**src/rtl/core/stt_pkg.sv**
```systemverilog
// ----------------------------------------------------------------------------
// stt_pkg
// Shared types and constants of the sample timestamp tracker.
// ----------------------------------------------------------------------------
package stt_pkg;

  // Field widths
  localparam int unsigned CmdW    = 3;
  localparam int unsigned TsW     = 64;
  localparam int unsigned CountW  = 32;
  localparam int unsigned FreqW   = 24;
  localparam int unsigned SpfW    = 16;
  localparam int unsigned CfgIdxW = 2;
  localparam int unsigned CfgW    = 24;

  // Conversion datapath
  localparam int unsigned TpsW     = 20;
  localparam logic [TpsW-1:0] TicksPerSec = 20'd1000000;
  localparam int unsigned NumW     = CountW + TpsW + 1;  // product plus rounding term
  localparam int unsigned MulSteps = TpsW;
  localparam int unsigned DivSteps = NumW;
  localparam int unsigned CntW     = 6;

  localparam logic [CfgIdxW-1:0] CfgFreq = 2'd0;
  localparam logic [CfgIdxW-1:0] CfgSpf  = 2'd1;

  typedef enum logic [CmdW-1:0] {
    CmdLoad   = 3'd0,
    CmdAdd    = 3'd1,
    CmdCommit = 3'd2,
    CmdPeek   = 3'd3,
    CmdFrame  = 3'd4
  } cmd_e;

  typedef enum logic [2:0] {
    StIdle,
    StMul,
    StRnd,
    StDiv,
    StDone
  } state_e;

endpackage

```
**src/rtl/core/stt_in_if.sv**
```systemverilog
// ----------------------------------------------------------------------------
// stt_in_if
// Command channel: valid/ready handshake with command and operands.
// ----------------------------------------------------------------------------
interface stt_in_if;
  logic                              valid;
  logic                              ready;
  logic [stt_pkg::CmdW-1:0]          command;
  logic signed [stt_pkg::TsW-1:0]    timestamp_in;
  logic [stt_pkg::CountW-1:0]        sample_count;

  modport source (output valid, command, timestamp_in, sample_count, input ready);
  modport sink   (input valid, command, timestamp_in, sample_count, output ready);
endinterface

```
**src/rtl/core/stt_out_if.sv**
```systemverilog
// ----------------------------------------------------------------------------
// stt_out_if
// Result channel: valid/ready handshake carrying a tick count.
// ----------------------------------------------------------------------------
interface stt_out_if;
  logic                           valid;
  logic                           ready;
  logic signed [stt_pkg::TsW-1:0] ticks;

  modport source (output valid, ticks, input ready);
  modport sink   (input valid, ticks, output ready);
endinterface

```
**src/rtl/core/sample_timestamp_tracker.sv**
```systemverilog
// Load base and add samples complete in the cycle they transfer and the block
// is ready again in the next cycle. Commit, peek and frame duration run, when
// a sampling frequency is set, as a setup, 20 shift-add steps of the x1000000
// multiply, a rounding add, 53 restoring division steps at one quotient bit
// per cycle and a final add; when the frequency is zero they go straight to
// the final add, which waits until the output register is free. The result
// sits in an output register, so a new command is taken while it waits.
// ----------------------------------------------------------------------------
// sample_timestamp_tracker
// Base timestamp plus sample count, converted to microsecond ticks by a
// bit-serial multiply and divide.
// ----------------------------------------------------------------------------
module sample_timestamp_tracker (
  input  logic                         clk_i,
  input  logic                         rst_ni,
  input  logic                         cfg_we_i,
  input  logic [stt_pkg::CfgIdxW-1:0]  cfg_idx_i,
  input  logic [stt_pkg::CfgW-1:0]     cfg_data_i,
  stt_in_if.sink                       in_i,
  stt_out_if.source                    out_o
);
  import stt_pkg::*;

  state_e             state_q, state_d;
  cmd_e               cmd_q, cmd_d;
  logic [FreqW-1:0]   freq_q, freq_d;
  logic [SpfW-1:0]    spf_q, spf_d;
  logic [TsW-1:0]     base_q, base_d;
  logic [CountW-1:0]  accum_q, accum_d;
  logic [CountW-1:0]  opnd_q, opnd_d;
  logic [NumW-1:0]    num_q, num_d;
  logic [FreqW-1:0]   rem_q, rem_d;
  logic [CntW-1:0]    cnt_q, cnt_d;
  logic               out_valid_q, out_valid_d;
  logic [TsW-1:0]     out_ticks_q, out_ticks_d;

  logic [FreqW:0]     trial;
  logic               trial_ge;
  logic [FreqW:0]     trial_diff;
  logic [TsW-1:0]     result;

  assign in_i.ready  = (state_q == StIdle);
  assign out_o.valid = out_valid_q;
  assign out_o.ticks = out_ticks_q;

  always_ff @(posedge clk_i or negedge rst_ni) begin
    if (!rst_ni) begin
      state_q <= StIdle;
    end else begin
      state_q <= state_d;
    end
  end

  always_ff @(posedge clk_i or negedge rst_ni) begin
    if (!rst_ni) begin
      freq_q      <= '0;
      spf_q       <= SpfW'(1024);
      base_q      <= '0;
      accum_q     <= '0;
      cnt_q       <= '0;
      cmd_q       <= CmdLoad;
      out_valid_q <= 1'b0;
    end else begin
      freq_q      <= freq_d;
      spf_q       <= spf_d;
      base_q      <= base_d;
      accum_q     <= accum_d;
      cnt_q       <= cnt_d;
      cmd_q       <= cmd_d;
      out_valid_q <= out_valid_d;
    end
  end

  always_ff @(posedge clk_i) begin
    opnd_q      <= opnd_d;
    num_q       <= num_d;
    rem_q       <= rem_d;
    out_ticks_q <= out_ticks_d;
  end

  // One restoring division step: shift the next numerator bit into the remainder
  assign trial      = {rem_q, num_q[NumW-1]};
  assign trial_diff = trial - {1'b0, freq_q};
  assign trial_ge   = (trial >= {1'b0, freq_q});
  assign result     = (cmd_q == CmdFrame) ? {{(TsW-NumW){1'b0}}, num_q}
                                          : base_q + {{(TsW-NumW){1'b0}}, num_q};

  always_comb begin
    state_d     = state_q;
    cmd_d       = cmd_q;
    freq_d      = freq_q;
    spf_d       = spf_q;
    base_d      = base_q;
    accum_d     = accum_q;
    opnd_d      = opnd_q;
    num_d       = num_q;
    rem_d       = rem_q;
    cnt_d       = cnt_q;
    out_valid_d = out_valid_q;
    out_ticks_d = out_ticks_q;

    if (cfg_we_i) begin
      if (cfg_idx_i == CfgFreq && cfg_data_i[FreqW-1:0] != '0) begin
        freq_d = cfg_data_i[FreqW-1:0];
      end else if (cfg_idx_i == CfgSpf) begin
        spf_d = cfg_data_i[SpfW-1:0];
      end
    end

    if (out_valid_q && out_o.ready) begin
      out_valid_d = 1'b0;
    end

    case (state_q)
      StIdle: begin
        if (in_i.valid) begin
          case (cmd_e'(in_i.command))
            CmdLoad: begin
              base_d  = in_i.timestamp_in;
              accum_d = '0;
            end
            CmdAdd: begin
              accum_d = accum_q + in_i.sample_count;
            end
            CmdCommit, CmdPeek, CmdFrame: begin
              cmd_d  = cmd_e'(in_i.command);
              opnd_d = (cmd_e'(in_i.command) == CmdFrame) ?
                       {{(CountW-SpfW){1'b0}}, spf_q} : accum_q;
              num_d  = '0;
              rem_d  = '0;
              cnt_d  = CntW'(MulSteps - 1);
              // No conversion without a frequency: the zero quotient goes out as is
              state_d = (freq_q == '0) ? StDone : StMul;
            end
            default: begin
            end
          endcase
        end
      end
      StMul: begin
        // MSB-first shift-add over the bits of the tick rate
        num_d = {num_q[NumW-2:0], 1'b0} +
                (TicksPerSec[cnt_q[4:0]] ? {{(NumW-CountW){1'b0}}, opnd_q} : '0);
        if (cnt_q == '0) begin
          state_d = StRnd;
        end else begin
          cnt_d = cnt_q - 1'b1;
        end
      end
      StRnd: begin
        num_d   = num_q + {{(NumW-FreqW+1){1'b0}}, freq_q[FreqW-1:1]};
        cnt_d   = CntW'(DivSteps - 1);
        state_d = StDiv;
      end
      StDiv: begin
        rem_d = trial_ge ? trial_diff[FreqW-1:0] : trial[FreqW-1:0];
        num_d = {num_q[NumW-2:0], trial_ge};
        if (cnt_q == '0) begin
          state_d = StDone;
        end else begin
          cnt_d = cnt_q - 1'b1;
        end
      end
      StDone: begin
        // Hold until the output register is free
        if (!out_valid_q || out_o.ready) begin
          out_valid_d = 1'b1;
          out_ticks_d = result;
          if (cmd_q == CmdCommit) begin
            base_d  = result;
            accum_d = '0;
          end
          state_d = StIdle;
        end
      end
      default: begin
        state_d = StIdle;
      end
    endcase
  end

endmodule

```
**src/flat_wrapper.sv**
```systemverilog
// flat-port wrapper written by rule: the top's interface ports become plain ports
module sample_timestamp_tracker_flat import stt_pkg::*;
  (clk_i, rst_ni, cfg_we_i, cfg_idx_i, cfg_data_i, in_i_valid, in_i_command, in_i_timestamp_in, in_i_sample_count, in_i_ready, out_o_valid, out_o_ticks, out_o_ready);
  stt_in_if in_i_i ();
  stt_out_if out_o_i ();
  input  logic clk_i;
  input  logic rst_ni;
  input  logic cfg_we_i;
  input  logic [stt_pkg::CfgIdxW-1:0] cfg_idx_i;
  input  logic [stt_pkg::CfgW-1:0] cfg_data_i;
  input wire logic [$bits(in_i_i.valid)-1:0] in_i_valid;
  input wire logic [$bits(in_i_i.command)-1:0] in_i_command;
  input wire logic [$bits(in_i_i.timestamp_in)-1:0] in_i_timestamp_in;
  input wire logic [$bits(in_i_i.sample_count)-1:0] in_i_sample_count;
  output wire logic [$bits(in_i_i.ready)-1:0] in_i_ready;
  output wire logic [$bits(out_o_i.valid)-1:0] out_o_valid;
  output wire logic [$bits(out_o_i.ticks)-1:0] out_o_ticks;
  input wire logic [$bits(out_o_i.ready)-1:0] out_o_ready;
  assign in_i_i.valid = in_i_valid;
  assign in_i_i.command = in_i_command;
  assign in_i_i.timestamp_in = in_i_timestamp_in;
  assign in_i_i.sample_count = in_i_sample_count;
  assign in_i_ready = in_i_i.ready;
  assign out_o_valid = out_o_i.valid;
  assign out_o_ticks = out_o_i.ticks;
  assign out_o_i.ready = out_o_ready;
  sample_timestamp_tracker u_core (.clk_i(clk_i), .rst_ni(rst_ni), .cfg_we_i(cfg_we_i), .cfg_idx_i(cfg_idx_i), .cfg_data_i(cfg_data_i), .in_i(in_i_i), .out_o(out_o_i));
endmodule
```
**config.mk**
```make
export PLATFORM = sky130hd
export DESIGN_NAME = sample_timestamp_tracker_flat
export DESIGN_NICKNAME = d
export VERILOG_FILES = /design/src/rtl/core/stt_pkg.sv /design/src/rtl/core/stt_in_if.sv /design/src/rtl/core/stt_out_if.sv /design/src/rtl/core/sample_timestamp_tracker.sv /design/src/flat_wrapper.sv
export SDC_FILE = /design/constraint.sdc
export NUM_CORES = 1
export LEC_CHECK = 0
export BUFFER_PORTS_ARGS = -buffer_cell sky130_fd_sc_hd__buf_2
export CAP_MARGIN = 20
export CORE_UTILIZATION = 50
export DETAILED_ROUTE_END_ITERATION = 12
export GPL_ROUTABILITY_DRIVEN = 0
export PLACE_DENSITY = 0.71
export SETUP_SLACK_MARGIN = 0.1
export SKIP_CTS_REPAIR_TIMING = 1
export SYNTH_ARGS = -nofsm -noshare
export SYNTH_HDL_FRONTEND = slang
export SYNTH_SLANG_ARGS = --single-unit
```
**constraint.sdc**
```tcl
create_clock -name clk_i -period 5.15 [get_ports clk_i]
set_clock_uncertainty 0.1 [all_clocks]
set_input_delay 0.2575 -clock clk_i [delete_from_list [all_inputs] [get_ports clk_i]]
set_output_delay 0.2575 -clock clk_i [all_outputs]
set_load 0.03 [all_outputs]
```
==> results.md <==
* Register Area at 0.00893 mm2
* Area of the multi-input gates at between 0.01 and 0.015 mm2
* Async SR Flop Fraction at 46.3%
* Die Y at between 200 and 250 um
* Commonest non-fill, non-tap cell in the layout: nand2_1
* First-pass DRT Iterations at 6
* 1st-iter DRT viols at 2,224
* Root Buffer: clkbuf_16
* Synth Instances at between 2,000 and 3,000
* Worst path most repeated cell: a21o_1
* Syn nets at between 2,000 and 3,000
* Synth Area per Inst at slightly above 9 um2
* CTS sink count at 322
* Routed WL at between 70,000 and 80,000 um
* Failing checks: negative hold slack
* Final Setup Violations at 0
* Die W at around 220 um
* Clock slew at reported path FFs at 0.06 ns
* Worst Reg-to-Reg Cells at 18
* Number of synthesized flops with an enable pin at ~170
* Row Count at 79
* Vias in the first global route at between 20,000 and 25,000
* Hold path start: in_i_timestamp_in[6]
* Maximum vdd drop at 0.406 mV
* Crit path cell chain: inv_1 -> ha_1 -> a21oi_1 -> o21ai_1 -> and2_1 -> ha_1 -> fa_1 -> a21o_1 -> a21o_1 -> a2111oi_2 -> buf_4 -> o211a_1 -> nor3_1 -> o32a_1 -> a21o_1 -> nand3b_1 -> xor2_1 -> o22ai_1
* Max-cap violation count at 0
* Reg2Reg Launch Point: u_core.cnt_q[0]$_DFFE_PN0P_
* Slowest-stage cell, CP: dfrtp_1
* CP max stage delay at ~0.42 ns
* Grt ovf at 0
* Final hold slack at -0.0476 ns
* Port Buffers at 195
* CTS max path bufs at 3
* Finished Layout Cells at 3,452
* CP endpoint: u_core.num_q[33]$_DFFE_PP_
* I/O pin count at approximately 200
* Nets at 3,116
* Die area at 0.0482 mm2
* Final ANT Viol Nets at 0
* Vias at 21,600
* Antenna diodes at 0
* R2R Setup Slk at roughly 0.34 ns
* Clk_lat worst skew at about 0.57 ns
* Worst hold path class: input port to register
* Core Region at between 0.04 and 0.05 mm2
* Final Hold Fails at 8
* Switching share of power at 47.0%
* Slew Limit Fails at 0
* Initial Util at 50.8%
* CP required at approximately 5.3 ns
* End of the worst register-to-register path: u_core.num_q[33]$_DFFE_PP_
* Area delta synth->final at 15.9%
* RSZ-0062 raised after global routing: no
* Critical path class: register to register
* Register share of total power at a little over a quarter
* Initial antenna violation count at 0
* Sequential element share of the synthesized area at between 30% and 40%
* # DRC at 0
* Crit-path max FO at 8
* Clock share of power at 14.2%
* Ys Warns at 0
* Fin crit share at 93.4%
* Via-to-Cell Ratio at 6.25
* Switching power of the nets at between 9 and 10 mW
* Setup crit start kind: register
* Yosys reg bits at around 320
* Leakage Power at 11.8 nW
* Fillers at ~4,000
* Top_reg_cell synth: edfxtp_1
* TritonCTS Buffers at 37
* Setup crit start: u_core.cnt_q[0]$_DFFE_PN0P_
* Critical path arrival at about 5 ns
* Cell Area, Synth at around 0.024 mm2
* Post-route minimum period at between 4 and 5 ns
* Most frequent cells in the layout: 235 x nand2_1, 215 x a21oi_1, 194 x buf_2, 192 x nor2_1
* Post-DP HPWL at 53,300 um
* CP endpoint kind: register
* Gr usage total at approximately 29%
* TritonCTS clock tree: done
* P_int at between 10 and 15 mW
* Fraction of layout cells with a size suffix above 1 at between 10% and 20%
* Worst-margin pin slew at 1.05 ns
* Slew headroom at 29.8%
* Setup tns final at 0 ns
* Largest net degree at the start of global routing at between 70 and 80
* Pwr per Cell Area at 701 mW/mm2
* Combinational power share at around three fifths
* CTS HTree Levels at 2
* Yosys cell types at 91
* Post-placement cell count at about 3,300
* Wire per inst at approximately 21 um
* Status: finished with violations
* First-pass GRT wire length at around 110,000 um
* Total power draw at ~19 mW
* Fmax at between 200 and 250 MHz
-- critical path: cells and delay by family (launching register included) --
| family | cells | cell delay [ns] |
|---|---|---|
| compound gates | 9 | 2.12 |
| buf+inv | 2 | 0.30 |
| simple gates | 3 | 0.57 |
| xor+xnor | 1 | 0.17 |
| flops | 1 | 0.42 |
| fa+ha+maj | 3 | 0.84 |
-- metrics by stage --
step / worst slack [ns] / utilization, % / area, um2
after floorplan: 0.854 / - / 23600
after global placement: 0.486 / 54.4 / 25300
after detailed placement: 0.357 / 54.4 / 25300
after CTS: 0.353 / 57.1 / 26600
after global routing: 0.133 / 58.8 / 27400
final: 0.342 / 58.8 / 27400
-- flip-flops by register name, indices dropped and copies added (netlist names) --
signal	flops
u_core.accum_q	32
u_core.base_q	64
u_core.cmd_q	3
u_core.cnt_q	6
u_core.freq_q	24
u_core.num_q	53
u_core.opnd_q	32
u_core.out_o.ticks	64
u_core.out_o.valid	1
u_core.rem_q	24
u_core.spf_q	16
u_core.state_q	3
-- layer usage --
metal / GRT usage (%) / wire, um
met1: 38.6 / 30000
met3: 3.94 / 5620
met5: 0 / 0
met4: 13.1 / 3280
met2: 46.8 / 33000
-- cells by family after synthesis --
kind of cell	Yosys count	share of synthesized area (%)
AOI/OAI and AO/OA	770	20.9
xor gates and xnor gates	188	6.97
adders and majority gates	170	9.16
buffers and inverters	187	3.04
DFF	322	37.8
muxes	101	4.62
and+or+nand+nor	836	17.5
-- how the worst min path moves through the flow --
stage | endpoint | cells after the start
floorplan | u_core.accum_q[0]$_DFFE_PN0P_ | 0
global placement | u_core.base_q[2]$_DFFE_PN0P_ | 1
detailed placement | u_core.base_q[2]$_DFFE_PN0P_ | 1
CTS | u_core.base_q[9]$_DFFE_PN0P_ | 1
global route | u_core.base_q[6]$_DFFE_PN0P_ | 3
finish | u_core.base_q[6]$_DFFE_PN0P_ | 3
-- power by group through the flow --
stage	sequential, mW	combinational [mW]	clock (mW)
after floorplan	4.59	8.43	0
after global placement	5.01	10.7	0
after detailed placement	5.05	11.0	0
after CTS	5.01	11.1	2.76
after global routing	5.12	12.4	2.85
final	5.07	11.4	2.73
-- cell type report --
class	instances	area share [%]
inverter	70	0.959
tap	607	2.77
clock inverter	11	0.457
multi-input combinational	2065	51.3
sequential	322	32.6
timing repair buffer	320	7.79
clock buffer	57	4.11
-- Yosys cell counts, types with 70 or more instances --
library cell | number | share of area (%)
edfxtp_1 | 173 | 22
inv_1 | 70 | 1.1
nand2_1 | 235 | 3.7
ha_1 | 165 | 8.7
a21oi_1 | 215 | 4.6
xnor2_1 | 97 | 3.6
a21o_1 | 71 | 2.3
nor2_1 | 194 | 3.1
o21ai_0 | 175 | 3.7
clkbuf_1 | 97 | 1.5
xor2_1 | 91 | 3.4
dfrtp_1 | 148 | 16
Note: power is estimated with default switching activity, not from simulation.
